<file path="config.mk">
export PLATFORM = sky130hd
export DESIGN_NAME = tournament_tree_sorter
export DESIGN_NICKNAME = d
export VERILOG_FILES = /design/src/tts_pkg.sv /design/src/tts_cell.sv /design/src/tournament_tree_sorter.sv
export VERILOG_INCLUDE_DIRS = /design/src /design/src/src
export SDC_FILE = /design/constraint.sdc
export NUM_CORES = 2
export LEC_CHECK = 0
export CAP_MARGIN = 10
export CORE_ASPECT_RATIO = 0.8
export CORE_MARGIN = 1.5
export CORE_UTILIZATION = 65
export CTS_CLUSTER_DIAMETER = 30
export CTS_CLUSTER_SIZE = 25
export DETAILED_ROUTE_END_ITERATION = 12
export DONT_BUFFER_PORTS = 1
export PLACE_DENSITY = 0.81
export SYNTH_ARGS = -nofsm -noshare
export SYNTH_HDL_FRONTEND = slang
export SYNTH_SLANG_ARGS = --single-unit
</file>
<file path="constraint.sdc">
create_clock -name clk -period 5.2 [get_ports clk]
set_input_delay 1.04 -clock clk [delete_from_list [all_inputs] [get_ports clk]]
set_output_delay 1.04 -clock clk [all_outputs]
set_load 0.01 [all_outputs]
</file>
<file path="src/assert_macros.svh">
// Assertion macros shared by the sorter RTL.
// Depends on nothing; the including module must provide clk and rst_n.
`ifndef ASSERT_MACROS_SVH
`define ASSERT_MACROS_SVH

// Same-cycle implication, checked outside reset.
`define TTS_ASSERT_NOW(label, ante, cons, msg) \
  label: assert property (@(posedge clk) disable iff (!rst_n) (ante) |-> (cons)) \
    else $error(msg);

// Next-cycle implication, checked outside reset.
`define TTS_ASSERT_NEXT(label, ante, cons, msg) \
  label: assert property (@(posedge clk) disable iff (!rst_n) (ante) |=> (cons)) \
    else $error(msg);

`endif

</file>
<file path="src/tts_pkg.sv">
// Package for the tournament tree sorter: sizes, entry, command and link types.
// Used by tts_cell and tournament_tree_sorter; depends on nothing.
`default_nettype none
package tts_pkg;

  localparam int MAX_ITEMS  = 64;
  localparam int VALUE_BITS = 16;
  localparam int CNT_BITS   = $clog2(MAX_ITEMS + 1);

  typedef struct packed {
    logic                  valid;
    logic [VALUE_BITS-1:0] value;
  } tts_entry_t;

  typedef struct packed {
    logic load;
    logic shift;
  } tts_cmd_t;

  typedef struct packed {
    logic       beaten;
    tts_entry_t entry;
  } tts_link_t;

endpackage
`default_nettype wire

</file>
<file path="src/tts_cell.sv">
// One cell of the sorting chain: holds one entry, kept in descending order.
// Depends on tts_pkg for the entry, link and command types.
`default_nettype none
module tts_cell (
  input  wire logic                          clk,
  input  wire logic                          rst_n,
  input  wire tts_pkg::tts_cmd_t             cmd,
  input  wire logic [tts_pkg::VALUE_BITS-1:0] new_value,
  input  wire tts_pkg::tts_link_t            left_link,
  input  wire tts_pkg::tts_entry_t           right_entry,
  output tts_pkg::tts_link_t                 link
);
  import tts_pkg::*;

  tts_entry_t entry_r;
  tts_entry_t entry_nxt;
  logic       beaten;

  // An empty cell loses to any new value.
  assign beaten = !entry_r.valid || (new_value > entry_r.value);
  assign link.beaten = beaten;
  assign link.entry  = entry_r;

  always_comb begin
    entry_nxt = entry_r;
    if (cmd.shift) begin
      entry_nxt = right_entry;
    end else if (cmd.load && beaten) begin
      if (left_link.beaten) begin
        entry_nxt = left_link.entry;
      end else begin
        entry_nxt.valid = 1'b1;
        entry_nxt.value = new_value;
      end
    end
  end

  always_ff @(posedge clk) begin
    if (!rst_n) begin
      entry_r <= '0;
    end else begin
      entry_r <= entry_nxt;
    end
  end

endmodule
`default_nettype wire

</file>
<file path="src/tournament_tree_sorter.sv">
// A request is registered into the cell chain; requests load at one per cycle while busy is low and a cell is free.
// The first result appears the cycle after the request marked last, then one result per cycle.
// Busy stays high while the N values of a set are shifted out of the chain, head first.
// The receiver cannot stall; results are never held back.
// Synchronous active-low reset empties every cell and clears the counters.
`default_nettype none
`include "assert_macros.svh"
module tournament_tree_sorter (
  input  wire logic                          clk,
  input  wire logic                          rst_n,
  input  wire logic                          start,
  output logic                               busy,
  input  wire logic [tts_pkg::VALUE_BITS-1:0] in_sample_value,
  input  wire logic                          in_last_of_set,
  output logic                               out_valid,
  output logic [tts_pkg::VALUE_BITS-1:0]     out_sorted_value,
  output logic                               out_last_result
);
  import tts_pkg::*;

  logic                emitting_r, emitting_nxt;
  logic [CNT_BITS-1:0] loaded_count_r, loaded_count_nxt;
  logic [CNT_BITS-1:0] remaining_r, remaining_nxt;
  logic                accept;
  logic                has_room;
  tts_cmd_t            cmd;
  tts_link_t           links [MAX_ITEMS];

  assign accept   = start && !emitting_r;
  assign has_room = loaded_count_r < CNT_BITS'(MAX_ITEMS);
  assign cmd.load  = accept && has_room;
  assign cmd.shift = emitting_r;

  for (genvar i = 0; i < MAX_ITEMS; i++) begin : g_cell
    tts_link_t  left_link;
    tts_entry_t right_entry;
    if (i == 0) begin : g_head
      assign left_link = '0;
    end else begin : g_body
      assign left_link = links[i-1];
    end
    if (i == MAX_ITEMS - 1) begin : g_tail
      assign right_entry = '0;
    end else begin : g_inner
      assign right_entry = links[i+1].entry;
    end
    tts_cell u_cell (
      .clk         (clk),
      .rst_n       (rst_n),
      .cmd         (cmd),
      .new_value   (in_sample_value),
      .left_link   (left_link),
      .right_entry (right_entry),
      .link        (links[i])
    );
  end

  always_comb begin
    emitting_nxt     = emitting_r;
    loaded_count_nxt = loaded_count_r;
    remaining_nxt    = remaining_r;
    if (emitting_r) begin
      remaining_nxt = remaining_r - CNT_BITS'(1);
      if (remaining_r == CNT_BITS'(1)) begin
        emitting_nxt = 1'b0;
      end
    end else if (accept) begin
      if (in_last_of_set) begin
        emitting_nxt     = 1'b1;
        remaining_nxt    = loaded_count_r + CNT_BITS'(has_room);
        loaded_count_nxt = '0;
      end else begin
        loaded_count_nxt = loaded_count_r + CNT_BITS'(has_room);
      end
    end
  end

  always_ff @(posedge clk) begin
    if (!rst_n) begin
      emitting_r     <= 1'b0;
      loaded_count_r <= '0;
      remaining_r    <= '0;
    end else begin
      emitting_r     <= emitting_nxt;
      loaded_count_r <= loaded_count_nxt;
      remaining_r    <= remaining_nxt;
    end
  end

  assign busy             = emitting_r;
  assign out_valid        = emitting_r;
  assign out_sorted_value = links[0].entry.value;
  assign out_last_result  = emitting_r && (remaining_r == CNT_BITS'(1));

  `TTS_ASSERT_NOW(a_head_full, out_valid, links[0].entry.valid, "result from an empty head cell")
  `TTS_ASSERT_NEXT(a_run_on, out_valid && !out_last_result, out_valid, "sorted run cut short")
  `TTS_ASSERT_NEXT(a_run_end, out_last_result, !busy && !links[0].entry.valid, "chain not empty")
  `TTS_ASSERT_NOW(a_count_idle, busy, loaded_count_r == '0, "load count kept during output")

endmodule
`default_nettype wire
</file>
==> impl_metrics.sql <==
INSERT INTO impl_metrics (metric_group, metric, value, unit) VALUES
('drt', 'wl_per_cell', '22.8', 'microns'),
('flow_run', 'timing.max_cap.violations', '0', ''),
('placed_design', 'io_port_bufs', '0', ''),
('yosys', 'number_of_register_bits_inferred_by_synthesis', '1103', ''),
('critical_path', 'cp-start-kind', 'flop', ''),
('power_and_ir_drop', 'max-vdd-ir-drop', '0.000284', 'V'),
('placed_design', 'placed_cells_incl_taps', '9944', ''),
('drt', 'drt-vias-per-instance', '6.89', ''),
('grt', 'via_count_of_the_first_global_routing_pass', '71351', ''),
('outcome', 'outcome', 'finished, final reports clean', ''),
('drt', 'drc_viols', '0', ''),
('timing', 'min_period_over_period', '79.5', '%'),
('grt', 'grt-ovfl-total', '0', ''),
('clock_network', 'cts-hold-fix-buffers', '0', ''),
('critical_path', 'critical_path.top_delay_family', 'simple AND/OR/NAND/NOR gates', ''),
('yosys', 'post_synth_inst_count', '8887', ''),
('timing', 'unrepaired_setup_endpoints_after_global_routing', 'no', ''),
('critical_path', 'timing_worst_setup_path_type', 'flop to flop', ''),
('yosys', 'yosys-top-cells-area', 'dfxtp_1 29%, ha_1 17%, mux2i_1 13%', ''),
('yosys', 'synth_seq_area_share', '28.8', '%'),
('floorplan', 'design.die.area', '0.120', 'sq mm'),
('floorplan', 'io_pins', '39', ''),
('drt', 'vias', '71436', ''),
('clock_network', 'cts_num_sinks', '1103', ''),
('timing', 'report.final.hold_viol_count', '0', ''),
('yosys', 'yosysWarningCount', '0', ''),
('critical_path', 'setup.reg_to_reg.worst_slack', '1070', 'ps'),
('placed_design', 'detailed_place_hpwl', '151', 'mm'),
('timing', 'worst_clock_skew', '34.0', 'ps'),
('clock_network', 'cts_buffer_depth', '3', ''),
('clock_network', 'total_of_cells_resized_after_clock_tree_synthesis', '0', ''),
('yosys', 'syn_avg_cell_area', '8.63', 'sq um'),
('floorplan', 'die-height', '310', 'microns'),
('drt', 'drt_iter0_markers', '7537', ''),
('yosys', 'async_reset_ff_share', '0', '%'),
('clock_network', 'cts_setup_buffers', '0', ''),
('clock_network', 'cts_max_level', '4', ''),
('hold_path', 'holdCritStartpoint', 'rst_n', ''),
('clock_network', 'clk-insertion-delay-late', '830', 'ps'),
('cells_and_area', 'num-nets-final', '9685', ''),
('critical_path', 'crit_required', '5910', 'ps'),
('clock_network', 'clock_tree_from_tritoncts', 'done', ''),
('hold_path', 'min_delay_path_depth', '1', ''),
('yosys', 'synth_largest_type_area_fraction', '28.8', '%'),
('power_and_ir_drop', 'cellPowerDensity', '317', 'mW/mm^2'),
('drt', 'antenna_left', '0', ''),
('cells_and_area', 'diodes', '0', ''),
('hold_path', 'min_path_type', 'input port to flop', ''),
('clock_network', 'clock_root_buffer', 'clkbuf_16', ''),
('critical_path', 'crit_path_max_incr_delay', '940', 'ps'),
('clock_network', 'cts_buffers', '224', ''),
('timing', 'finalSetupViolations', '0', ''),
('power_and_ir_drop', 'leakage', '29.3', 'nW'),
('hold_path', 'whs_endpoint', 'remaining_r[1]$_SDFFE_PN0P_', ''),
('yosys', 'synth-edff-count', '0', ''),
('floorplan', 'start_util', '65.7', '%'),
('critical_path', 'crit_arrival', '4850', 'ps'),
('placed_design', 'place.gp.congestion', '0.933', ''),
('critical_path', 'r2r-end', 'g_cell[16].u_cell.link[1]$_SDFFE_PN0P_', ''),
('timing', 'final_period_minus_worst_setup_slack', '4130', 'ps'),
('critical_path', 'end_kind', 'flop', ''),
('timing', 'clock.fmax', '0.242', 'GHz'),
('critical_path', 'cp_cell_sequence', 'inv_4 -> nand3_4 -> nor2_4 -> buf_4 -> nand2b_1 -> o221ai_1', ''),
('yosys', 'syn_area', '0.0767', 'sq mm'),
('critical_path', 'slowest_stage', 'buf_4', ''),
('grt', 'grt_max_degree', '129', ''),
('yosys', 'synth_cell_type_count', '72', ''),
('drt', 'drt-pass1-iter-count', '6', ''),
('floorplan', 'row_count', '112', ''),
('cells_and_area', 'design_area_final', '0.0855', 'sq mm'),
('cells_and_area', 'post_layout_nonfiller_instances', '10363', '');
[area by class of cell]
type                    count  area, sq um
clock buffers             278         6230
clock inverters           135         1890
fillers                  8383        31400
inverters                1030         3870
multi-input cells        6138        48300
flip-flops and latches   1103        22100
well taps                1539         1930
repair buffers            140         1190
[cells by family after synthesis]
kind of cell	count (synthesis)	synth area share (%)
AND/OR/NAND/NOR	1927	11.7
adder cells (fa/ha/maj)	1028	16.8
XOR/XNOR	5	0.0571
AO/OA/AOI/OAI	2187	21.3
buffers and inverters	1646	8.38
multiplexers	991	13.0
flip-flops	1103	28.8
[state kept, by name, summed over array words and instances, names as in the netlist]
signal	cells
remaining_r	7
g_cell.u_cell.link	1088
loaded_count_r	7
busy	1
[layout by cell type (no fill, tap or decap), types with 41 or more instances in the layout]
| cell | count |
|---|---|
| mux2i_1 | 959 |
| nand3_1 | 177 |
| o21a_1 | 53 |
| o21ai_0 | 199 |
| a211oi_1 | 49 |
| dfxtp_1 | 1102 |
| clkinv_2 | 41 |
| a22oi_1 | 51 |
| a221o_1 | 99 |
| bufinv_16 | 41 |
| ha_1 | 1028 |
| nor3_1 | 114 |
| a21o_1 | 87 |
| o211ai_1 | 75 |
| inv_1 | 1027 |
| buf_4 | 128 |
| a21oi_1 | 442 |
| o32ai_1 | 49 |
| nor2b_1 | 63 |
| nor4_1 | 58 |
| clkbuf_16 | 229 |
| nor2_1 | 90 |
| o21ai_1 | 46 |
| nand4_1 | 234 |
| nand2b_1 | 56 |
| nand2_1 | 1036 |
| o221ai_1 | 829 |
| a2111oi_0 | 52 |
[routing by layer]
metal	GRT usage (%)	part of all wire, %	vias up
met1	49.6	42	34201
met5	0	0	-
li1	-	-	32757
met4	16.0	3.4	0
met2	61.0	45	3728
met3	7.43	9.6	750
[report_power, final]
group | switching (mW) | internal, mW
combinational | 1.79 | 1.05
clock | 4.98 | 10.5
sequential | 0.204 | 8.64
total | 6.97 | 20.2
[synthesized netlist by cell type (51+ instances only)]
cell / number
nand3_1: 178
nor4_1: 58
nand2_1: 1036
clkbuf_1: 456
mux2i_1: 959
o211ai_1: 75
o21ai_0: 202
a21o_1: 87
a2111oi_0: 52
nor2_1: 94
nand4_1: 234
inv_1: 1028
ha_1: 1028
nor3_1: 114
dfxtp_1: 1103
a221o_1: 99
o21a_1: 53
a22oi_1: 51
nor2b_1: 63
o221ai_1: 829
buf_2: 118
a21oi_1: 443
nand2b_1: 56
[metrics by stage]
step	power [mW]	setup WS, ps
floorplan	11.1	605
global placement	11.6	775
detailed placement	11.7	802
CTS	27.1	1240
global route	27.9	1090
finish	27.1	1070
[how the worst max path moves through the flow]
stage,start,endpoint,slack [ps],depth (start not counted)
after floorplan,in_sample_value[0],g_cell[1].u_cell.link[6]$_SDFFE_PN0P_,600,12
after global placement,in_sample_value[0],g_cell[26].u_cell.link[9]$_SDFFE_PN0P_,770,10
after detailed placement,in_sample_value[0],g_cell[26].u_cell.link[8]$_SDFFE_PN0P_,800,10
after CTS,busy$_SDFF_PN0_,out_last_result,1240,3
after global routing,busy$_SDFF_PN0_,g_cell[16].u_cell.link[1]$_SDFFE_PN0P_,1090,6
final,busy$_SDFF_PN0_,g_cell[16].u_cell.link[1]$_SDFFE_PN0P_,1070,6
[worst reg2reg max path, delay by kind of cell, from the launching register on]
| family | cells | cell delay, ps |
|---|---|---|
| compound gates | 1 | 430 |
| simple gates | 3 | 1620 |
| flops | 1 | 530 |
| buf+inv | 2 | 1420 |
Power figures use the tool's default switching activity.
